$ cat config.mk
export PLATFORM = sky130hd
export DESIGN_NAME = mmcs_queue
export DESIGN_NICKNAME = d
export VERILOG_FILES = /design/src/design/mmcs_pkg.sv /design/src/design/mmcs_queue.sv
export SDC_FILE = /design/constraint.sdc
export NUM_CORES = 1
export LEC_CHECK = 0
export CAP_MARGIN = 10
export CORE_ASPECT_RATIO = 0.8
export CORE_UTILIZATION = 50
export CTS_CLUSTER_SIZE = 8
export DETAILED_ROUTE_END_ITERATION = 7
export DONT_BUFFER_PORTS = 1
export PLACE_DENSITY = 0.66
export SYNTH_ARGS = -nofsm -noshare
export SYNTH_HDL_FRONTEND = slang
export SYNTH_SLANG_ARGS = --single-unit
$ cat constraint.sdc
create_clock -name clk -period 2.6 [get_ports clk]
set_input_delay 0.13 -clock clk [delete_from_list [all_inputs] [get_ports clk]]
set_output_delay 0.13 -clock clk [all_outputs]
set_load 0.01 [all_outputs]
$ cat src/design/mmcs_pkg.sv
// Types and constants shared by the contrast-stretch front, queue and back.
// No dependencies.
`timescale 1ns / 1ps
`default_nettype none

package mmcs_pkg;

    localparam int QDEPTH = 4;
    localparam int QPW    = $clog2(QDEPTH);
    localparam int QCW    = $clog2(QDEPTH + 1);

    localparam logic OP_LOAD = 1'b0;
    localparam logic OP_READ = 1'b1;

    typedef struct packed {
        logic       op;
        logic [7:0] pixel;
        logic       last;
    } item_t;

    typedef struct packed {
        logic [7:0] scaled_pixel;
        logic       last_out;
        logic [7:0] frame_min;
        logic [7:0] frame_max;
        logic       status;
    } result_t;

    // read command handed from front to back
    typedef struct packed {
        logic       err;
        logic       last;
        logic [7:0] lo;
        logic [7:0] hi;
        logic [7:0] v;
    } cmd_t;

    typedef struct packed {
        logic valid;
        cmd_t cmd;
    } cmd_push_t;

    typedef enum logic [2:0] {
        ST_IDLE = 3'b001,
        ST_DIV  = 3'b010,
        ST_DONE = 3'b100
    } back_state_t;

endpackage

`default_nettype wire

$ cat src/design/mmcs_queue.sv
// Short command queue between front and back.
// Depends on mmcs_pkg.
`timescale 1ns / 1ps
`default_nettype none

module mmcs_queue (
    input  wire logic                      clk,
    input  wire logic                      rst_n,
    input  wire mmcs_pkg::cmd_push_t       push,
    input  wire logic                      take,
    output logic                           valid,
    output mmcs_pkg::cmd_t                 head,
    output logic [mmcs_pkg::QCW-1:0]       count
);

    import mmcs_pkg::*;

    cmd_t           slot_reg [QDEPTH];
    logic [QPW-1:0] wptr_reg, rptr_reg;
    logic [QCW-1:0] count_reg;
    logic           do_take;

    assign do_take = take && (count_reg != '0);
    assign valid   = (count_reg != '0);
    assign head    = slot_reg[rptr_reg];
    assign count   = count_reg;

    always_ff @(posedge clk or negedge rst_n)
    begin
        if (!rst_n)
        begin
            wptr_reg  <= '0;
            rptr_reg  <= '0;
            count_reg <= '0;
        end
        else
        begin
            if (push.valid) wptr_reg <= QPW'(wptr_reg + 1'b1);
            if (do_take)    rptr_reg <= QPW'(rptr_reg + 1'b1);
            if (push.valid && !do_take)
            begin
                count_reg <= QCW'(count_reg + 1'b1);
            end
            else if (!push.valid && do_take)
            begin
                count_reg <= QCW'(count_reg - 1'b1);
            end
        end
    end

    always_ff @(posedge clk)
    begin
        if (push.valid)
        begin
            slot_reg[wptr_reg] <= push.cmd;
        end
    end

endmodule

`default_nettype wire

==> run metrics <==
Die W about 100 um; Post-Syn Nets 205; num rows 29; grt ovf 0; WL/cell about 20 um; total track usage around 16%; share of layout cells above drive strength 1 approximately a fifth; post-synthesis mux area share 14.96%; Max clock buf depth 2; DRT antenna net count 0; min cycle time layout 2.283 ns; Clock Skew 0.01048 ns; Seq/Total Area, Yosys 78.71%; CTS Hold Bufs 29; Initial DRC Count 74; largest net degree at the start of global routing 28; Die Span Y between 80 and 90 um; yosys warns 0; Startpoint Class register; largest family of logic cells by synthesized area multiplexers; Synth Area per Inst 24.79 um^2; # diodes 0; Starting Density 52.25%; post-CTS sizing 0; Placed Area 4353 um^2; leakage power 0.001599 uW; Final Instance Area 4820 um^2; simple-gate share of the synthesized area 1.135%; placed cells 280; RSZ-0062 raised after global routing no; Area growth syn-to-layout 15.02%; worst hold path depth 2; CTS buffer count 9; clock sinks 111; Distinct cells, synth 19; vias in the first global route 1941; Synth Area in XOR/XNOR 1.254%; Die ar. 8753 um^2; r2r worst-path depth 8; power density cells roughly 1000 nW/um^2; classification of the worst-slack hold path input pin to register; Largest register FFs roughly 100; type of destination of the critical path register; critical path class register to register; synthesized flop and latch total 111; Max Cap Viol 0; Slew Limit Fails 0; Layout Cells excl Fill approximately 320; final WL approximately 6.5 mm; Post-Syn Area 4190 um^2; Total Neg Setup Slack 0 ns; total number of vias between 1500 and 2000; synthesized instance count 169; post-DP HPWL approximately 4.1 mm; Clock Latency Late Sink 0.35 ns; number of top-level pins 60; max_slew headroom 60.03%; most common cell after layout, fill and taps aside edfxtp_1; initial antenna violation count 0; # setup viols final 0; Critical Path RT between 2 and 3 ns; synthesized-area fraction occupied by adder cells 1.971%; GPL Wtd Cong approximately 0.68; Root Buffer Master clkbuf_8; fmax around 440 MHz; first-pass GRT wire length between 10 and 15 mm; Max FO, Critical Path 4; Post CTS Setup Buffer Count 0; Final Cycle Share 87.80%; DR vias/cell 5.418; DRC 0; Synth Area in Compound Gates less than 1%; Worst EP arrival roughly 2.6 ns; H-tree levels 3; Tightest Pin Transition around 0.60 ns; VDD IR max 0.4822 mV; Final #Nets 248; TritonCTS clock tree yes; Final Hold Vio Count 0; DR pass1 iterations 4; fill cell total of the finished layout around 560; most frequent cells in the layout edfxtp_1, dlygate4sd3_1, mux4_2; status finished, final reports clean; IO Port Bufs 0; Core ar. 8019 um^2; clk slew on worst S/H paths approximately 0.090 ns
==> routing by layer <==
metal,vias up,share of wire [%],GRT usage (%)
met5,-,0,0
met4,0,2.3,6.623
met3,15,5.9,5.855
met2,47,53,28.84
met1,904,39,18.40
li1,784,-,-
==> cell usage after synthesis <==
cell type,count,area (um^2)
o21ai_0,1,5.000
mux4_1,8,210.2
xor2_1,3,26.28
edfxtp_1,104,3123
buf_6,1,11.26
ha_1,5,62.56
mux2_2,1,11.26
nor2_1,1,3.750
inv_1,3,11.26
dfrtp_1,7,175.2
or3_1,1,6.260
buf_2,3,15.01
mux4_2,18,405.4
nand2_1,2,7.510
and2_1,4,25.02
xnor2_1,3,26.28
fa_1,1,20.02
nand3_1,1,5.000
buf_12,2,40.04
==> cell families after synthesis <==
logic type	Yosys count
buffers and inverters	9
xor gates and xnor gates	6
DFF	111
and+or+nand+nor	9
muxes	27
adders and majority gates	6
AOI/OAI and AO/OA	1
==> worst max-delay path, stage by stage, from the launching register on <==
cell,delay (ns)
dfrtp_1,0.48
or3_1,0.50
nand2_1,0.15
ha_1,0.20
inv_1,0.06
fa_1,0.38
xor2_1,0.16
nor2_1,0.11
xor2_1,0.18
==> report_power, final <==
group	internal (uW)	leakage (uW)	switching, uW	total, uW
sequential	2350	0.00104	167	2510
clock	432	0.0000819	500	932
combinational	624	0.000480	741	1370
total	3400	0.00160	1410	4810
==> metrics by stage <==
step                total power, uW  setup WS (ns)  utilization (%)  hold WS (ns)
floorplan                      3602         0.5265                -       -0.1656
global placement               3822         0.4718            54.28       -0.1655
detailed placement             3901         0.3538            54.28       -0.1655
CTS                            4871         0.3362            60.10       0.06400
global route                   5054         0.1877            60.10       0.07008
finish                         4811         0.3172            60.10       0.08088
==> path summary, 6_finish.rpt <==
kind | startpoint | endpoint | slack [ns]
min in group asynchronous | rst_n | wptr_reg[1] | 0.11
worst min register to register | wptr_reg[0] | wptr_reg[0] | 0.54
worst min-delay path | push[26] | count[0] | 0.08
max in group asynchronous | rst_n | rptr_reg[0] | 2.21
worst max-delay path | count[0] | count[2] | 0.32
worst max register to register | count[0] | count[2] | 0.32
==> cell type report <==
| cell class | count | area [um^2] | area share (%) |
|---|---|---|---|
| Inverter | 3 | 11.26 | 0.2336 |
| Clock inverter | 4 | 48.80 | 1.012 |
| Multi-Input combinational cell | 49 | 814.5 | 16.90 |
| Timing Repair Buffer | 38 | 382.9 | 7.944 |
| Clock buffer | 10 | 127.6 | 2.648 |
| Tap cell | 108 | 135.1 | 2.804 |
| Sequential cell | 111 | 3299 | 68.46 |
(Power assumes the default switching activity.)
