## src/design/mmcs_pkg.sv

```systemverilog
// Types and constants shared by the contrast-stretch front, queue and back.
// No dependencies.
`timescale 1ns / 1ps
`default_nettype none

package mmcs_pkg;

    localparam int QDEPTH = 4;
    localparam int QPW    = $clog2(QDEPTH);
    localparam int QCW    = $clog2(QDEPTH + 1);

    localparam logic OP_LOAD = 1'b0;
    localparam logic OP_READ = 1'b1;

    typedef struct packed {
        logic       op;
        logic [7:0] pixel;
        logic       last;
    } item_t;

    typedef struct packed {
        logic [7:0] scaled_pixel;
        logic       last_out;
        logic [7:0] frame_min;
        logic [7:0] frame_max;
        logic       status;
    } result_t;

    // read command handed from front to back
    typedef struct packed {
        logic       err;
        logic       last;
        logic [7:0] lo;
        logic [7:0] hi;
        logic [7:0] v;
    } cmd_t;

    typedef struct packed {
        logic valid;
        cmd_t cmd;
    } cmd_push_t;

    typedef enum logic [2:0] {
        ST_IDLE = 3'b001,
        ST_DIV  = 3'b010,
        ST_DONE = 3'b100
    } back_state_t;

endpackage

`default_nettype wire

```

## src/design/mmcs_back.sv

```systemverilog
// Back end: restoring divider for 255*(v-min)/(max-min) and the result register.
// Depends on mmcs_pkg.
`timescale 1ns / 1ps
`default_nettype none

module mmcs_back (
    input  wire logic               clk,
    input  wire logic               rst_n,
    input  wire logic               q_valid,
    input  wire mmcs_pkg::cmd_t     q_head,
    output logic                    q_take,
    output mmcs_pkg::result_t       result,
    output logic                    empty,
    input  wire logic               pop
);

    import mmcs_pkg::*;

    back_state_t state_reg, state_next;
    logic [2:0]  step_reg;
    logic [7:0]  rem_reg;
    logic [7:0]  sh_reg;
    logic [7:0]  den_reg;
    logic        err_reg, last_reg;
    logic [7:0]  lo_reg, hi_reg;

    logic        trivial;
    logic [7:0]  diff;
    logic [15:0] num;
    logic [8:0]  trial;
    logic        ge;
    logic [8:0]  sub;

    assign trivial = q_head.err || (q_head.hi == q_head.lo) || (q_head.v < q_head.lo);
    assign diff    = q_head.v - q_head.lo;
    assign num     = {diff, 8'd0} - {8'd0, diff};
    assign trial   = {rem_reg, sh_reg[7]};
    assign ge      = trial >= {1'b0, den_reg};
    assign sub     = trial - {1'b0, den_reg};
    assign q_take  = (state_reg == ST_IDLE) && q_valid;

    always_comb
    begin
        state_next = state_reg;
        case (state_reg)
            ST_IDLE:
            begin
                if (q_valid) state_next = trivial ? ST_DONE : ST_DIV;
            end
            ST_DIV:
            begin
                if (step_reg == 3'd7) state_next = ST_DONE;
            end
            ST_DONE:
            begin
                if (pop) state_next = ST_IDLE;
            end
            default:
            begin
                state_next = ST_IDLE;
            end
        endcase
    end

    always_ff @(posedge clk or negedge rst_n)
    begin
        if (!rst_n)
        begin
            state_reg <= ST_IDLE;
        end
        else
        begin
            state_reg <= state_next;
        end
    end

    always_ff @(posedge clk)
    begin
        if (q_take)
        begin
            err_reg  <= q_head.err;
            last_reg <= q_head.last;
            lo_reg   <= q_head.lo;
            hi_reg   <= q_head.hi;
            den_reg  <= q_head.hi - q_head.lo;
            rem_reg  <= trivial ? 8'd0 : num[15:8];
            sh_reg   <= trivial ? 8'd0 : num[7:0];
            step_reg <= 3'd0;
        end
        else if (state_reg == ST_DIV)
        begin
            rem_reg  <= ge ? sub[7:0] : trial[7:0];
            sh_reg   <= {sh_reg[6:0], ge};
            step_reg <= 3'(step_reg + 1'b1);
        end
    end

    assign empty               = (state_reg != ST_DONE);
    assign result.scaled_pixel = sh_reg;
    assign result.last_out     = last_reg;
    assign result.frame_min    = lo_reg;
    assign result.frame_max    = hi_reg;
    assign result.status       = err_reg;

endmodule

`default_nettype wire

```

## config.mk

```make
export PLATFORM = sky130hd
export DESIGN_NAME = mmcs_back
export DESIGN_NICKNAME = d
export VERILOG_FILES = /design/src/design/mmcs_pkg.sv /design/src/design/mmcs_back.sv
export SDC_FILE = /design/constraint.sdc
export NUM_CORES = 1
export LEC_CHECK = 0
export ABC_AREA = 0
export BUFFER_PORTS_ARGS = -buffer_cell sky130_fd_sc_hd__buf_2
export CAP_MARGIN = 20
export CORE_MARGIN = 5
export CORE_UTILIZATION = 31
export CTS_CLUSTER_DIAMETER = 60
export CTS_CLUSTER_SIZE = 8
export DETAILED_ROUTE_END_ITERATION = 16
export PLACE_DENSITY_LB_ADDON = 0.05
export SYNTH_ARGS = -nofsm -noshare
export SYNTH_HDL_FRONTEND = slang
export SYNTH_SLANG_ARGS = --single-unit
```

## constraint.sdc

```tcl
create_clock -name clk -period 3.1 [get_ports clk]
set_input_delay 0.775 -clock clk [delete_from_list [all_inputs] [get_ports clk]]
set_output_delay 0.775 -clock clk [all_outputs]
set_load 0.01 [all_outputs]
```

==> metrics.txt, run 1 <==
final worst path period share 93.4%; cts repair resizes 0; P_leak 1.80 nW; Area Overhead vs Synth 27.5%; hold_buf cts 0; CP Cell Sequence buf_2 > inv_1 > ha_1 > buf_4 > nand3b_1 > a2111oi_4 > o22ai_2 > a221o_1 > buf_4 > a211oi_1 > o21ai_0 > o311ai_0; Max Fclk 345 MHz; PwrDens 739 nW/um^2; Worst-path clk slew 100 ps; Synthesized Nets 365; multiplexer share of the synthesized area 2.19%; most common cell after layout, fill and taps aside buf_2; cells after synthesis 306; Post-DP HPWL 6420 um; max layer used met4; n_diodes 0; GP Congestion 0.823; area of the multi-input gates 1660 sq um; reg2reg start den_reg[1]; most frequent CP cell buf_4; first-pass GRT wire length 13100 um; complex-gate fraction of the synthesized area 18.0%; WS Path Type primary input to register; initial drt markers 94; input/output buffers 57; row count 37; layout cells sized above 1 29.2%; worst hold path class primary input to async pin; Slew Viols, Final 0; Worst Path Max Fanout 5; Slowest-stage cell, CP a2111oi_4; GRT Overall Usage 12.8%; met1 WL 3970 um; R2R cell count 10; Mapped Area 3200 sq um; H-tree Lvls 2; DR pass1 iterations 4; Initial Utilization 31.4%; syn_area_per_cell 10.5 sq um; Synth Flop Type edfxtp_1; DRC viols 0; Seq/Total Area, Yosys 43.6%; Worst VDD drop 0.355 mV; Boundary Pins 58; Max Root-Sink Buffers 2; endpoint type of the worst setup path register; Post-Place Cell Area 3950 sq um; Worst Tran Pin Value 648 ps; status finished, final reports clean; CTS tree built; worst path required time 3200 ps; die area 12500 sq um; Synth Area in Simple Gates 14.4%; Synth warnings 0; fin area 4080 sq um; WL met2 3690 um; per-cell routed wire length 14.6 um; final wirelength 7930 um; Worst R2R Setup Slack 340 ps; cell taking the most area after synthesis edfxtp_1; DR vias/cell 4.72; die height 112 um; Synth top area share 39.4%; Yosys cell types 57; unrepaired setup endpoints after global routing false; Relative slew margins 55.7%; crit-path max cell delay 410 ps; final setup margin 205 ps; clock root buffer clkbuf_8; CP Capture Point rem_reg[5]; fin nets 466; synthesized flop and latch total 48; clock sink count 48; largest net degree at the start of global routing 36; largest family of logic cells by synthesized area compound AO/OA/AOI/OAI gates; post-synthesis adder-cell area fraction 11.8%; Area contributors post-synth edfxtp_1, ha_1, inv_1; Period minus WS final 2890 ps; Post-CTS Setup Bufs 0; Fillers 1058; Worst Setup SP q_head[17]; die width 112 um; GRT Residual Overflow 0; Crit path arrival time 2990 ps; Seq. cell area 1400 sq um; reg2reg end rem_reg[6]; XOR/XNOR Fraction of Synth Area 5.47%; total CTS buffers 5; clk_skew 11.9 ps; Routed Antenna Nets 0; setup violators final 0; Worst setup SP type primary input; Final Util 40.1%; Core Region 10200 sq um; total power 3.02 mW; Place WS -114 ps; total number of vias 2568; most frequent cells in the layout buf_2, buf_4, edfxtp_1; Clk Latency, worst-skew pair 300 ps; Max-cap violations 0; Fin. Hold Viols 0; ys async rst share 6.25%; initial antenna violation count 0; number of synthesized flops with an enable pin 42; met3 wire len 211 um; vias in the first global route 2639
==> final cells by class <==
| class | count | area share [%] |
|---|---|---|
| Clock buffer | 5 | 1.69 |
| Clock inverter | 3 | 1.69 |
| Inverter | 27 | 2.48 |
| Multi-Input combinational cell | 224 | 40.7 |
| Sequential cell | 48 | 34.2 |
| Tap cell | 136 | 4.17 |
| Timing Repair Buffer | 101 | 15.1 |
==> per-layer routing <==
layer	track usage [%]	up-vias
met5	0	-
met4	2.43	0
met3	2.28	4
met2	20.7	33
met1	18.1	1197
li1	-	1334
==> how the worst min path moves through the flow <==
| stage | to | cells past startpoint | slack [ps] |
|---|---|---|---|
| 6_report | state_reg[1] | 1 | 240 |
| 5_1_grt | state_reg[1] | 1 | 230 |
| 4_1_cts | state_reg[1] | 1 | 240 |
| 3_5_place_dp | state_reg[1] | 1 | 520 |
| 3_3_place_gp | state_reg[1] | 1 | 510 |
| 2_1_floorplan | state_reg[1] | 0 | 480 |
==> logic make-up after synthesis <==
family	count (synthesis)
xor gates and xnor gates	20
AOI/OAI and AO/OA	80
buffers and inverters	34
DFF	48
and+or+nand+nor	88
adders and majority gates	29
muxes	7
==> metrics by stage <==
stage,instances,setup TNS (ps),hold slack [ps]
final,544,0,243
after global routing,544,0,229
after CTS,544,0,238
after detailed placement,536,-250,519
after global placement,536,-212,514
after floorplan,306,0,475
==> worst max-delay path: cells and delay by family <==
kind	cells	cell delay (ps)
buffers and inverters	4	450
adders and majority gates	1	280
AOI/OAI and AO/OA	6	1360
and+or+nand+nor	1	120
==> report_power, final <==
| part | switching, mW | internal [mW] | leakage, nW | total (mW) |
|---|---|---|---|---|
| registers | 0.0888 | 0.989 | 0.458 | 1.08 |
| clock network | 0.233 | 0.325 | 0.0687 | 0.558 |
| logic | 0.780 | 0.603 | 1.27 | 1.38 |
| total | 1.10 | 1.92 | 1.80 | 3.02 |
==> synth_stat cells (7+ instances only) <==
cell,n
xor2_1,10
xnor2_1,10
ha_1,27
edfxtp_1,42
inv_1,26
nor3_1,8
o21ai_0,19
nor2_1,21
nand2_1,16
a21oi_1,14
nand2b_1,10
mux2i_1,7
No activity file was read; power rests on OpenSTA's default activity.
==> inputs of run 2 (changes only) <==
==> constraint.sdc (replaced) <==
create_clock -name clk -period 3 [get_ports clk]
set_input_delay 0.75 -clock clk [delete_from_list [all_inputs] [get_ports clk]]
set_output_delay 0.75 -clock clk [all_outputs]
set_load 0.01 [all_outputs]
==> run 2 against run 1 <==
  * Global-route usage grew 0.39 points
  * Via count up 0.58%
  * Hold slack worse by 26 ps
  * Flip-flop and latch count did not move
  * Non-clock buffer count is 4 higher
  * Clock skew fell by 3.4 ps
  * Cell area shrank 0.21%
  * Sequential power rose by 4%
  * Clock-buffer cell count unchanged
  * Wire length up 2.5%
  * Worst setup slack got worse by 49 ps
  * Cell count increased by 0.74%
  * Critical path type unchanged
  * Largest power group unchanged
==> metrics.txt, run 2 (synthesized netlist as in run 1, its figures left out) <==
DR vias/cell 4.71; fin nets 470; Worst setup SP type primary input; unrepaired setup endpoints after global routing false; die height 112 um; initial drt markers 92; Post-DP HPWL 6580 um; die area 12500 sq um; Crit path arrival time 2920 ps; most common cell after layout, fill and taps aside buf_2; Worst-path clk slew 100 ps; initial antenna violation count 0; Slew Viols, Final 0; total CTS buffers 5; Max Fclk 352 MHz; DRC viols 0; setup violators final 0; n_diodes 0; Worst R2R Setup Slack 410 ps; Post-CTS Setup Bufs 0; Period minus WS final 2840 ps; Max Root-Sink Buffers 2; CTS tree built; worst path required time 3070 ps; GRT Residual Overflow 0; final hold slack 217 ps; total number of vias 2583; layout cells sized above 1 29.9%; largest net degree at the start of global routing 36; Relative slew margins 62.7%; row count 37; clock root buffer clkbuf_8; per-cell routed wire length 14.8 um; Routed Antenna Nets 0; DR pass1 iterations 4; Area Overhead vs Synth 27.2%; P_leak 1.79 nW; status finished, final reports clean; Fillers 1051; first-pass GRT wire length 13200 um; Clk Latency, worst-skew pair 300 ps; Boundary Pins 58; clock sink count 48; Final Util 40.0%; worst hold path class primary input to async pin; Initial Utilization 31.4%; GP Congestion 0.795; vias in the first global route 2615; PwrDens 736 nW/um^2; Worst VDD drop 0.313 mV; GRT Overall Usage 13.2%; Worst Tran Pin Value 557 ps; Worst Path Max Fanout 5; input/output buffers 57; Core Region 10200 sq um; WS Path Type primary input to register; most frequent cells in the layout buf_2, buf_4, edfxtp_1; endpoint type of the worst setup path register; hold_buf cts 0; Fin. Hold Viols 0; clk_skew 8.49 ps; H-tree Lvls 2; die width 112 um; final wirelength 8130 um; final worst path period share 94.8%; Max-cap violations 0
-- run 2: layout make-up --
| cell class | count | area, sq um | area share (%) |
|---|---|---|---|
| clock buffer | 5 | 68.8 | 1.69 |
| clock inverter | 3 | 17.5 | 0.430 |
| inverter | 27 | 101 | 2.49 |
| multi-input combinational | 224 | 1670 | 41.1 |
| sequential | 48 | 1400 | 34.3 |
| tap | 136 | 170 | 4.18 |
| timing repair buffer | 105 | 646 | 15.8 |
-- run 2: path summary, 6_finish.rpt --
| check | from | to | cells past startpoint |
|---|---|---|---|
| min in group clk | state_reg[2] | state_reg[1] | 1 |
| min | rst_n | state_reg[2] | 1 |
| max reg2reg | den_reg[1] | rem_reg[3] | 10 |
| min reg2reg | state_reg[2] | state_reg[1] | 1 |
| max in group asynchronous | rst_n | state_reg[0] | 1 |
| max | q_head[17] | rem_reg[1] | 11 |
-- run 2: critical path, cell delays in order --
cell and delay, ps:
buf_2 110, inv_1 100, ha_4 230, nor2b_4 130, o211a_1 250, or3_1 370, a221o_1 400, buf_4 180
o21ai_1 140, xor2_1 80, a22o_1 170
-- run 2: where the power goes --
| part | total, mW | switching, mW | internal (mW) |
|---|---|---|---|
| logic | 1.47 | 0.825 | 0.642 |
| registers | 1.12 | 0.100 | 1.02 |
| clock network | 0.407 | 0.244 | 0.164 |
| total | 3.00 | 1.17 | 1.83 |
-- run 2: stage by stage --
stage	setup TNS (ps)	area [sq um]	total power [mW]	cells	setup slack (ps)
2_1_floorplan	0	3210	2.10	306	69.7
3_3_place_gp	-510	3990	2.61	540	-131
3_5_place_dp	-777	3990	2.62	540	-167
4_1_cts	0	4070	3.03	548	155
5_1_grt	0	4070	3.25	548	29.1
6_report	0	4070	3.00	548	157
-- run 2: repair_timing --
action,4_1_cts,5_1_grt
gates resized for setup,0,1
hold endpoints to repair,0,0
setup endpoints to repair,0,1
-- run 2: routing by layer --
| layer | up-vias | share of wire [%] | global-route usage (%) |
|---|---|---|---|
| met5 | - | 0 | 0 |
| met4 | 0 | 1.6 | 3.65 |
| met3 | 7 | 2.7 | 2.17 |
| met2 | 31 | 46 | 21.5 |
| met1 | 1198 | 49 | 18.1 |
| li1 | 1347 | - | - |
